===== src/rtl/core/frnl_pkg.sv =====
package frnl_pkg;

   localparam int MAX_SLOTS_DEF  = 32;
   localparam int COORD_BITS_DEF = 24;

   localparam int RANGE_W = 23;
   localparam int LIMIT_W = 6;
   localparam logic [LIMIT_W-1:0] LIMIT_RESET = LIMIT_W'(10);

   localparam int INDEX_W = 5;
   localparam int MASK_W  = 32;
   localparam int COUNT_W = 6;

   localparam int CSR_IDX_W  = 2;
   localparam int CSR_DATA_W = 32;

   localparam logic [CSR_IDX_W-1:0] CSR_LINK_RANGE     = CSR_IDX_W'(0);
   localparam logic [CSR_IDX_W-1:0] CSR_NEIGHBOR_LIMIT = CSR_IDX_W'(1);

   localparam int PROD_W = 2 * RANGE_W;
   localparam int ACC_W  = PROD_W + 2;

   typedef enum logic [1:0] {
      AXIS_X = 2'd0,
      AXIS_Y = 2'd1,
      AXIS_Z = 2'd2
   } axis_type;

   typedef enum logic [6:0] {
      S_LOAD = 7'b0000001,
      S_RDI  = 7'b0000010,
      S_LATI = 7'b0000100,
      S_SCAN = 7'b0001000,
      S_AXIS = 7'b0010000,
      S_SQ   = 7'b0100000,
      S_DEC  = 7'b1000000
   } state_type;

endpackage


===== src/rtl/core/frnl_if.sv =====
interface frnl_req_if #(
   parameter int COORD_BITS = frnl_pkg::COORD_BITS_DEF
);
   logic                  valid;
   logic                  ready;
   logic [COORD_BITS-1:0] pos_x;
   logic [COORD_BITS-1:0] pos_y;
   logic [COORD_BITS-1:0] pos_z;
   logic                  active;
   logic                  last;

   modport source (output valid, pos_x, pos_y, pos_z, active, last, input ready);
   modport sink   (input valid, pos_x, pos_y, pos_z, active, last, output ready);
endinterface

interface frnl_rsp_if;
   import frnl_pkg::*;
   logic               valid;
   logic               ready;
   logic [INDEX_W-1:0] point_index;
   logic [MASK_W-1:0]  neighbor_mask;
   logic [COUNT_W-1:0] kept_count;
   logic               overflowed;
   logic               final_res;

   modport source (output valid, point_index, neighbor_mask, kept_count,
                   overflowed, final_res, input ready);
   modport sink   (input valid, point_index, neighbor_mask, kept_count,
                   overflowed, final_res, output ready);
endinterface

interface frnl_csr_if;
   import frnl_pkg::*;
   logic                  valid;
   logic                  ready;
   logic [CSR_IDX_W-1:0]  index;
   logic [CSR_DATA_W-1:0] data;

   modport source (output valid, index, data, input ready);
   modport sink   (input valid, index, data, output ready);
endinterface


===== src/rtl/core/frnl_point_mem.sv =====
module frnl_point_mem #(
   parameter int DEPTH = frnl_pkg::MAX_SLOTS_DEF,
   parameter int WIDTH = 3 * frnl_pkg::COORD_BITS_DEF
) (
   input  logic                     clock,
   input  logic                     wr_en,
   input  logic [$clog2(DEPTH)-1:0] wr_addr,
   input  logic [WIDTH-1:0]         wr_data,
   input  logic                     rd_en,
   input  logic [$clog2(DEPTH)-1:0] rd_addr,
   output logic [WIDTH-1:0]         rd_data
);
   logic [WIDTH-1:0] mem [DEPTH];
   logic [WIDTH-1:0] rd_data_ff;

   always_ff @(posedge clock) begin
      if (wr_en) begin
         mem[wr_addr] <= wr_data;
      end
   end

   always_ff @(posedge clock) begin
      if (rd_en) begin
         rd_data_ff <= mem[rd_addr];
      end
   end

   assign rd_data = rd_data_ff;
endmodule


===== src/rtl/core/fixed_radius_neighbor_lists_unit.sv =====
// Fixed-radius neighbor lists.
// req_ch: one point per beat (x, y, z in signed fixed point, active, last).
//   Beats are taken while loading. A beat with last closes the set.
// rsp_ch: after a set closes, one beat per loaded point in index order, with
//   the mask and count of its kept neighbors; final_res marks the last one.
// csr_ch: register writes (0 link_range, 1 neighbor_limit), always ready; the
//   user must write them only while the block is loading and no set is being
//   processed, as the block itself does not enforce it.
// Per point: fetch it and compute range squared, then for each other slot
//   either skip it (self, inactive) or test it: fetch it, then per axis the
//   diff, then square and accumulate on the one shared multiplier, then a
//   decision. An axis over range ends the test early, and the scan stops once
//   the limit is reached. Then the scan closes and the result beat is offered.
// req_ch is not ready while a set is processed. A stalled rsp_ch holds the
//   result beat and the sequencer waits on it.
// Reset clears the set, the flags and the registers (link_range 0, limit 10).
module fixed_radius_neighbor_lists_unit #(
   parameter int MAX_SLOTS  = frnl_pkg::MAX_SLOTS_DEF,
   parameter int COORD_BITS = frnl_pkg::COORD_BITS_DEF
) (
   input  logic       clock,
   input  logic       reset,
   frnl_req_if.sink   req_ch,
   frnl_rsp_if.source rsp_ch,
   frnl_csr_if.sink   csr_ch
);
   import frnl_pkg::*;

   localparam int IDX_W  = $clog2(MAX_SLOTS);
   localparam int CNT_W  = $clog2(MAX_SLOTS + 1);
   localparam int CMP_W  = (CNT_W > LIMIT_W) ? CNT_W : LIMIT_W;
   localparam int WORD_W = 3 * COORD_BITS;
   localparam int DIFF_W = COORD_BITS + 1;
   localparam int DW     = (DIFF_W > RANGE_W) ? DIFF_W : RANGE_W;

   state_type state_ff, state_in;

   logic [RANGE_W-1:0]   range_ff, range_in;
   logic [LIMIT_W-1:0]   limit_ff, limit_in;
   logic [MAX_SLOTS-1:0] active_ff, active_in;
   logic [CNT_W-1:0]     loaded_ff, loaded_in;
   logic                 ovf_ff, ovf_in;

   logic [IDX_W-1:0]     i_ff, i_in;
   logic [CNT_W-1:0]     j_ff, j_in;
   axis_type             axis_ff, axis_in;
   logic [MAX_SLOTS-1:0] mask_ff, mask_in;
   logic [CNT_W-1:0]     count_ff, count_in;
   logic                 out_ff, out_in;

   logic [WORD_W-1:0]  ci_ff, ci_in;
   logic [RANGE_W-1:0] d_ff, d_in;
   logic [PROD_W-1:0]  rr_ff, rr_in;
   logic [ACC_W-1:0]   acc_ff, acc_in;

   logic               mem_wr_en;
   logic [IDX_W-1:0]   mem_wr_addr;
   logic [WORD_W-1:0]  mem_wr_data;
   logic               mem_rd_en;
   logic [IDX_W-1:0]   mem_rd_addr;
   logic [WORD_W-1:0]  mem_rd_data;

   logic [RANGE_W-1:0]    mul_a;
   logic [PROD_W-1:0]     prod;
   logic [COORD_BITS-1:0] ca, cb;
   logic [DIFF_W-1:0]     diff, absd;
   logic                  too_far;
   logic                  req_acc, rsp_acc, is_final, limit_hit, skip_j;
   logic [IDX_W-1:0]      j_idx;

   frnl_point_mem #(.DEPTH(MAX_SLOTS), .WIDTH(WORD_W)) u_mem (
      .clock   (clock),
      .wr_en   (mem_wr_en),
      .wr_addr (mem_wr_addr),
      .wr_data (mem_wr_data),
      .rd_en   (mem_rd_en),
      .rd_addr (mem_rd_addr),
      .rd_data (mem_rd_data)
   );

   assign req_ch.ready = (state_ff == S_LOAD) && !out_ff;
   assign csr_ch.ready = 1'b1;
   assign req_acc = req_ch.valid && req_ch.ready;
   assign rsp_acc = rsp_ch.valid && rsp_ch.ready;

   assign rsp_ch.valid         = out_ff;
   assign rsp_ch.point_index   = INDEX_W'(i_ff);
   assign rsp_ch.neighbor_mask = MASK_W'(mask_ff);
   assign rsp_ch.kept_count    = COUNT_W'(count_ff);
   assign rsp_ch.overflowed    = ovf_ff;
   assign rsp_ch.final_res     = is_final;

   assign is_final  = (CNT_W'(i_ff) + CNT_W'(1)) == loaded_ff;
   assign j_idx     = j_ff[IDX_W-1:0];
   assign limit_hit = CMP_W'(count_ff) >= CMP_W'(limit_ff);
   assign skip_j    = (j_idx == i_ff) || !active_ff[j_idx];

   // shared multiplier: range squared at point fetch, axis squares otherwise
   assign mul_a = (state_ff == S_RDI) ? range_ff : d_ff;
   assign prod  = PROD_W'(mul_a) * PROD_W'(mul_a);

   always_comb begin
      case (axis_ff)
         AXIS_X: begin
            ca = ci_ff[WORD_W-1 -: COORD_BITS];
            cb = mem_rd_data[WORD_W-1 -: COORD_BITS];
         end
         AXIS_Y: begin
            ca = ci_ff[2*COORD_BITS-1 -: COORD_BITS];
            cb = mem_rd_data[2*COORD_BITS-1 -: COORD_BITS];
         end
         default: begin
            ca = ci_ff[COORD_BITS-1:0];
            cb = mem_rd_data[COORD_BITS-1:0];
         end
      endcase
      diff    = {ca[COORD_BITS-1], ca} - {cb[COORD_BITS-1], cb};
      absd    = diff[DIFF_W-1] ? (~diff + DIFF_W'(1)) : diff;
      too_far = DW'(absd) > DW'(range_ff);
   end

   always_comb begin
      state_in  = state_ff;
      range_in  = range_ff;
      limit_in  = limit_ff;
      active_in = active_ff;
      loaded_in = loaded_ff;
      ovf_in    = ovf_ff;
      i_in      = i_ff;
      j_in      = j_ff;
      axis_in   = axis_ff;
      mask_in   = mask_ff;
      count_in  = count_ff;
      out_in    = out_ff;
      ci_in     = ci_ff;
      d_in      = d_ff;
      rr_in     = rr_ff;
      acc_in    = acc_ff;

      mem_wr_en   = 1'b0;
      mem_wr_addr = loaded_ff[IDX_W-1:0];
      mem_wr_data = {req_ch.pos_x, req_ch.pos_y, req_ch.pos_z};
      mem_rd_en   = 1'b0;
      mem_rd_addr = j_idx;

      if (csr_ch.valid && csr_ch.ready) begin
         if (csr_ch.index == CSR_LINK_RANGE) begin
            range_in = csr_ch.data[RANGE_W-1:0];
         end else if (csr_ch.index == CSR_NEIGHBOR_LIMIT) begin
            limit_in = csr_ch.data[LIMIT_W-1:0];
         end
      end

      case (state_ff)
         S_LOAD: begin
            if (out_ff) begin
               if (rsp_acc) begin
                  out_in = 1'b0;
                  if (is_final) begin
                     active_in = '0;
                     loaded_in = '0;
                     ovf_in    = 1'b0;
                  end else begin
                     i_in     = i_ff + IDX_W'(1);
                     state_in = S_RDI;
                  end
               end
            end else if (req_acc) begin
               if (loaded_ff < CNT_W'(MAX_SLOTS)) begin
                  mem_wr_en = 1'b1;
                  active_in[loaded_ff[IDX_W-1:0]] = req_ch.active;
                  loaded_in = loaded_ff + CNT_W'(1);
               end else begin
                  ovf_in = 1'b1;
               end
               if (req_ch.last) begin
                  i_in     = '0;
                  state_in = S_RDI;
               end
            end
         end
         S_RDI: begin
            mem_rd_en   = 1'b1;
            mem_rd_addr = i_ff;
            rr_in       = prod;
            state_in    = S_LATI;
         end
         S_LATI: begin
            ci_in    = mem_rd_data;
            j_in     = '0;
            mask_in  = '0;
            count_in = '0;
            state_in = S_SCAN;
         end
         S_SCAN: begin
            if ((j_ff == loaded_ff) || limit_hit) begin
               out_in   = 1'b1;
               state_in = S_LOAD;
            end else if (skip_j) begin
               j_in = j_ff + CNT_W'(1);
            end else begin
               mem_rd_en = 1'b1;
               acc_in    = '0;
               axis_in   = AXIS_X;
               state_in  = S_AXIS;
            end
         end
         S_AXIS: begin
            if (too_far) begin
               j_in     = j_ff + CNT_W'(1);
               state_in = S_SCAN;
            end else begin
               d_in     = absd[RANGE_W-1:0];
               state_in = S_SQ;
            end
         end
         S_SQ: begin
            acc_in = acc_ff + ACC_W'(prod);
            if (axis_ff == AXIS_Z) begin
               state_in = S_DEC;
            end else begin
               axis_in  = (axis_ff == AXIS_X) ? AXIS_Y : AXIS_Z;
               state_in = S_AXIS;
            end
         end
         S_DEC: begin
            if (acc_ff <= ACC_W'(rr_ff)) begin
               mask_in[j_idx] = 1'b1;
               count_in       = count_ff + CNT_W'(1);
            end
            j_in     = j_ff + CNT_W'(1);
            state_in = S_SCAN;
         end
         default: begin
            state_in = S_LOAD;
         end
      endcase
   end

   always_ff @(posedge clock) begin
      if (reset) begin
         state_ff  <= S_LOAD;
         range_ff  <= '0;
         limit_ff  <= LIMIT_RESET;
         active_ff <= '0;
         loaded_ff <= '0;
         ovf_ff    <= 1'b0;
         out_ff    <= 1'b0;
         i_ff      <= '0;
         j_ff      <= '0;
         axis_ff   <= AXIS_X;
         count_ff  <= '0;
      end else begin
         state_ff  <= state_in;
         range_ff  <= range_in;
         limit_ff  <= limit_in;
         active_ff <= active_in;
         loaded_ff <= loaded_in;
         ovf_ff    <= ovf_in;
         out_ff    <= out_in;
         i_ff      <= i_in;
         j_ff      <= j_in;
         axis_ff   <= axis_in;
         count_ff  <= count_in;
      end
   end

   always_ff @(posedge clock) begin
      mask_ff <= mask_in;
      ci_ff   <= ci_in;
      d_ff    <= d_in;
      rr_ff   <= rr_in;
      acc_ff  <= acc_in;
   end
endmodule

===== src/flat_wrapper.sv =====
// flat-port wrapper written by rule: the top's interface ports become plain ports
module fixed_radius_neighbor_lists_unit_flat import frnl_pkg::*;
#(
   parameter int MAX_SLOTS  = frnl_pkg::MAX_SLOTS_DEF,
   parameter int COORD_BITS = frnl_pkg::COORD_BITS_DEF
)
  (clock, reset, req_ch_valid, req_ch_pos_x, req_ch_pos_y, req_ch_pos_z, req_ch_active, req_ch_last, req_ch_ready, rsp_ch_valid, rsp_ch_point_index, rsp_ch_neighbor_mask, rsp_ch_kept_count, rsp_ch_overflowed, rsp_ch_final_res, rsp_ch_ready, csr_ch_valid, csr_ch_index, csr_ch_data, csr_ch_ready);
  frnl_req_if #(.COORD_BITS(COORD_BITS)) req_ch_i ();
  frnl_rsp_if rsp_ch_i ();
  frnl_csr_if csr_ch_i ();
  input  logic clock;
  input  logic reset;
  input wire logic [$bits(req_ch_i.valid)-1:0] req_ch_valid;
  input wire logic [$bits(req_ch_i.pos_x)-1:0] req_ch_pos_x;
  input wire logic [$bits(req_ch_i.pos_y)-1:0] req_ch_pos_y;
  input wire logic [$bits(req_ch_i.pos_z)-1:0] req_ch_pos_z;
  input wire logic [$bits(req_ch_i.active)-1:0] req_ch_active;
  input wire logic [$bits(req_ch_i.last)-1:0] req_ch_last;
  output wire logic [$bits(req_ch_i.ready)-1:0] req_ch_ready;
  output wire logic [$bits(rsp_ch_i.valid)-1:0] rsp_ch_valid;
  output wire logic [$bits(rsp_ch_i.point_index)-1:0] rsp_ch_point_index;
  output wire logic [$bits(rsp_ch_i.neighbor_mask)-1:0] rsp_ch_neighbor_mask;
  output wire logic [$bits(rsp_ch_i.kept_count)-1:0] rsp_ch_kept_count;
  output wire logic [$bits(rsp_ch_i.overflowed)-1:0] rsp_ch_overflowed;
  output wire logic [$bits(rsp_ch_i.final_res)-1:0] rsp_ch_final_res;
  input wire logic [$bits(rsp_ch_i.ready)-1:0] rsp_ch_ready;
  input wire logic [$bits(csr_ch_i.valid)-1:0] csr_ch_valid;
  input wire logic [$bits(csr_ch_i.index)-1:0] csr_ch_index;
  input wire logic [$bits(csr_ch_i.data)-1:0] csr_ch_data;
  output wire logic [$bits(csr_ch_i.ready)-1:0] csr_ch_ready;
  assign req_ch_i.valid = req_ch_valid;
  assign req_ch_i.pos_x = req_ch_pos_x;
  assign req_ch_i.pos_y = req_ch_pos_y;
  assign req_ch_i.pos_z = req_ch_pos_z;
  assign req_ch_i.active = req_ch_active;
  assign req_ch_i.last = req_ch_last;
  assign req_ch_ready = req_ch_i.ready;
  assign rsp_ch_valid = rsp_ch_i.valid;
  assign rsp_ch_point_index = rsp_ch_i.point_index;
  assign rsp_ch_neighbor_mask = rsp_ch_i.neighbor_mask;
  assign rsp_ch_kept_count = rsp_ch_i.kept_count;
  assign rsp_ch_overflowed = rsp_ch_i.overflowed;
  assign rsp_ch_final_res = rsp_ch_i.final_res;
  assign rsp_ch_i.ready = rsp_ch_ready;
  assign csr_ch_i.valid = csr_ch_valid;
  assign csr_ch_i.index = csr_ch_index;
  assign csr_ch_i.data = csr_ch_data;
  assign csr_ch_ready = csr_ch_i.ready;
  fixed_radius_neighbor_lists_unit #(.MAX_SLOTS(MAX_SLOTS), .COORD_BITS(COORD_BITS)) u_core (.clock(clock), .reset(reset), .req_ch(req_ch_i), .rsp_ch(rsp_ch_i), .csr_ch(csr_ch_i));
endmodule

===== config.mk =====
export PLATFORM = sky130hd
export DESIGN_NAME = fixed_radius_neighbor_lists_unit_flat
export DESIGN_NICKNAME = d
export VERILOG_FILES = /design/src/rtl/core/frnl_pkg.sv /design/src/rtl/core/frnl_if.sv /design/src/rtl/core/frnl_point_mem.sv /design/src/rtl/core/fixed_radius_neighbor_lists_unit.sv /design/src/flat_wrapper.sv
export SDC_FILE = /design/constraint.sdc
export NUM_CORES = 2
export LEC_CHECK = 0
export ABC_AREA = 0
export BUFFER_PORTS_ARGS = -buffer_cell sky130_fd_sc_hd__buf_2
export CORE_MARGIN = 4
export CORE_UTILIZATION = 51
export CTS_BUF_LIST = sky130_fd_sc_hd__clkbuf_4 sky130_fd_sc_hd__clkbuf_8 sky130_fd_sc_hd__clkbuf_16
export DETAILED_ROUTE_END_ITERATION = 7
export GPL_ROUTABILITY_DRIVEN = 0
export HOLD_SLACK_MARGIN = 0.03
export PLACE_DENSITY = 0.7
export SLEW_MARGIN = 5
export SYNTH_ARGS = -nofsm -noshare
export SYNTH_HDL_FRONTEND = slang
export SYNTH_SLANG_ARGS = --single-unit

===== constraint.sdc =====
create_clock -name clock -period 11.7 [get_ports clock]
set_clock_uncertainty 0.2 [all_clocks]
set_input_delay 1.755 -clock clock [delete_from_list [all_inputs] [get_ports clock]]
set_output_delay 1.755 -clock clock [all_outputs]
set_load 0.1 [all_outputs]

==> impl_metrics.tcl <==
set metrics [dict create \
    status "completed" \
    cts_hold_repair.buffers 0 \
    rsz0062_at_grt "false" \
    ys_ff_latch 2691 \
    htreeDepth 5 \
    finalCritPeriodShare_pct 95.0 \
    synth_fa_ha_area_share_pct 9.51 \
    ys_seq_area_share_pct 64.4 \
    syn_inst 7980 \
    max_stage_delay_ps 530 \
    synth_top_family_by_area "multiplexers" \
    path_max_fanout 56 \
    synth_cell_types 97 \
    antenna_found_initial 35 \
    final_cell_mix "edfxtp_1 (2596), nand2_1 (961), inv_1 (617), mux4_2 (584), nand3_1 (473)" \
    syn_area_um2 124000 \
    syn_nets 8804 \
    yosys.area_share.simple_pct 7.38 \
    critPathSlowestCell "fa_1" \
    max_freq_ghz 0.0900 \
    synthTopCellsByArea "edfxtp_1 (63%), mux4_2 (11%), fa_1 (6.2%)" \
    worst_ep_arrival_time_ps 11620 \
    die_w_um 501 \
    stdcell_area_um2 138000 \
    num-nets-final 9028 \
    dieArea_um2 251000 \
    hold_path_class "flop to flop" \
    clock-sinks 2691 \
    cts_tree "yes" \
    grt_first_pass_wirelength_um 477000 \
    cts_buffer_depth 4 \
    end_kind "flop" \
    yosys.area.top_type_share_pct 62.8 \
    yosys-mux-area-fraction_pct 11.1 \
    cts_made_buffers 289 \
    die_height_um 501 \
    area_growth_pct 11.1 \
    clk_pin_slew_ps 60 \
    place_area_um2 129000 \
    overflow 0 \
    clk_latency_ps 970 \
    synth_area_per_cell_um2 15.5 \
    setup_violations 0 \
    ir_drop_uv 202 \
    critPathKind "flop to flop" \
    initial_core_util_pct 51.4 \
    worstMarginPinSlew_ps 1250 \
    drv_slew 0 \
    via_count 71600 \
    cap_viol_max_count 0 \
    synth_edf_count 2596 \
    wl_per_cell_um 27.8 \
    via_per_inst 6.17 \
    post_cts_buffers 0 \
    cts.repair.resized 0 \
    ys.flop_type "edfxtp_1" \
    placementRows 180 \
    core_area_um2 241000 \
    relSlewSlack_pct 16.4 \
    crit_top_cell "fa_1" \
    ys.warnings.count 0 \
    async_flop_share_pct 0 \
    hold_viol_final 0 \
    powerDensity_nw_per_um2 173 \
    critPathRequiredTime_ps 12210 \
    ant_nets 0 \
    synth_xor_area_share_pct 1.02 \
    drc 0 \
    fin_tns_setup_ps 0 \
    drive_gt1_share_pct 16.9 \
    drtIter0Drc 8161 \
    synth_compound_area_share_pct 3.46 \
    grt_pass1_vias 71800 \
    dr.pass1.iters 6 \
    dp_hpwl_um 182000 \
    cts_root_buffer "clkbuf_16" \
    final_common_cell "edfxtp_1" \
    grt_max_degree 139 \
    ios 161 \
    power_leakage_uw 0.0497 \
    layout_min_cycle_time_ps 11110 \
    routed_wl_um 323000 \
    synth_top_area_cell "edfxtp_1" \
    start_kind "flop" \
    io_buffers 150 \
    grt_usage_pct 25.7 \
]
cells in the mapped netlist (6+ instances only):
| cell | instances |
|---|---|
| a211o_1 | 6 |
| nor3b_1 | 10 |
| a22oi_1 | 31 |
| a31oi_1 | 28 |
| o21bai_1 | 10 |
| a21oi_1 | 229 |
| nand3_1 | 473 |
| o21ai_0 | 132 |
| inv_1 | 618 |
| ha_1 | 325 |
| nor3_1 | 68 |
| o31ai_1 | 10 |
| a21o_1 | 112 |
| fa_1 | 386 |
| or2_2 | 10 |
| nand2_1 | 964 |
| buf_2 | 61 |
| nand4_1 | 36 |
| mux2i_1 | 65 |
| nor2_1 | 408 |
| nor4_1 | 7 |
| edfxtp_1 | 2596 |
| o21a_1 | 20 |
| and4_1 | 6 |
| dfxtp_1 | 95 |
| clkbuf_1 | 302 |
| xor2_1 | 58 |
| or3_1 | 10 |
| nand2b_1 | 32 |
| mux4_2 | 584 |
| xnor2_1 | 87 |
| nand3b_1 | 7 |
| nor2b_1 | 12 |
| a211oi_1 | 13 |
| and2_1 | 8 |
| and3_1 | 30 |
| buf_1 | 17 |
| a221oi_1 | 7 |
state kept, by name, summed over array words and instances, names as in the netlist, 7 cells and up:
signal and count:
u_core.range_ff 23, u_core.u_mem.rd_data 72, u_core.rsp_ch.neighbor_mask 32, u_core.u_mem.mem 2304, u_core.acc_ff 48, u_core.ci_ff 72, u_core.d_ff 23, u_core.rr_ff 45
u_core.state_ff 7, u_core.active_ff 32
power by group:
group	internal, µW	leakage [µW]	switching, µW
Sequential	10700	0.0240	18.1
Clock	4910	0.00439	3630
Combinational	1800	0.0213	2790
final cells by class:
class	count	area [µm²]
timing repair buffer	317	2180
clock inverter	137	920
sequential	2691	79900
clock buffer	356	7820
fill	18100	103000
inverter	621	2330
tap	3185	3990
antenna	19	47.5
multi-input combinational	4284	40600
worst max-delay path, delay by kind of cell (launching register included):
| kind | cells | cell delay, ps |
|---|---|---|
| buf+inv | 6 | 840 |
| simple gates | 8 | 1610 |
| compound gates | 15 | 4020 |
| flops | 1 | 360 |
| fa+ha+maj | 9 | 3910 |
layer usage:
metal | GRT usage, % | routed length (µm) | up-vias
li1 | - | - | 30100
met1 | 35.1 | 123000 | 37000
met2 | 41.6 | 156000 | 3844
met3 | 4.44 | 29400 | 682
met4 | 10.3 | 13900 | 10
met5 | 0 | 63 | -
final timing paths:
path	to	slack (ps)	from	cells after the start
setup / recovery	u_core.acc_ff[47]	590	u_core.state_ff[6]	38
hold / removal	u_core.ci_ff[37]	250	u_core.u_mem.rd_data[37]	0
setup reg to reg	u_core.acc_ff[47]	590	u_core.state_ff[6]	38
hold reg to reg	u_core.ci_ff[37]	250	u_core.u_mem.rd_data[37]	0
logic make-up after synthesis:
kind of cell / count (synthesis)
multiplexers: 650
AND/OR/NAND/NOR: 2105
XOR/XNOR: 145
flip-flops: 2691
adder cells (fa/ha/maj): 711
buffers and inverters: 1005
other: 1
AO/OA/AOI/OAI: 672
stage by stage:
stage                     hold WS [ps]  std cells  power [µW]  setup WS, ps  util (%)
after floorplan                    226       7980       14300          1290         -
after global placement             229      11100       15400           629      53.5
after detailed placement           233      11100       15400           478      53.5
after CTS                          248      11600       23900           439      57.1
after global routing               254      11600       24900          83.1      57.1
final                              247      11600       23800           586      57.1
Power figures use the tool's default switching activity.
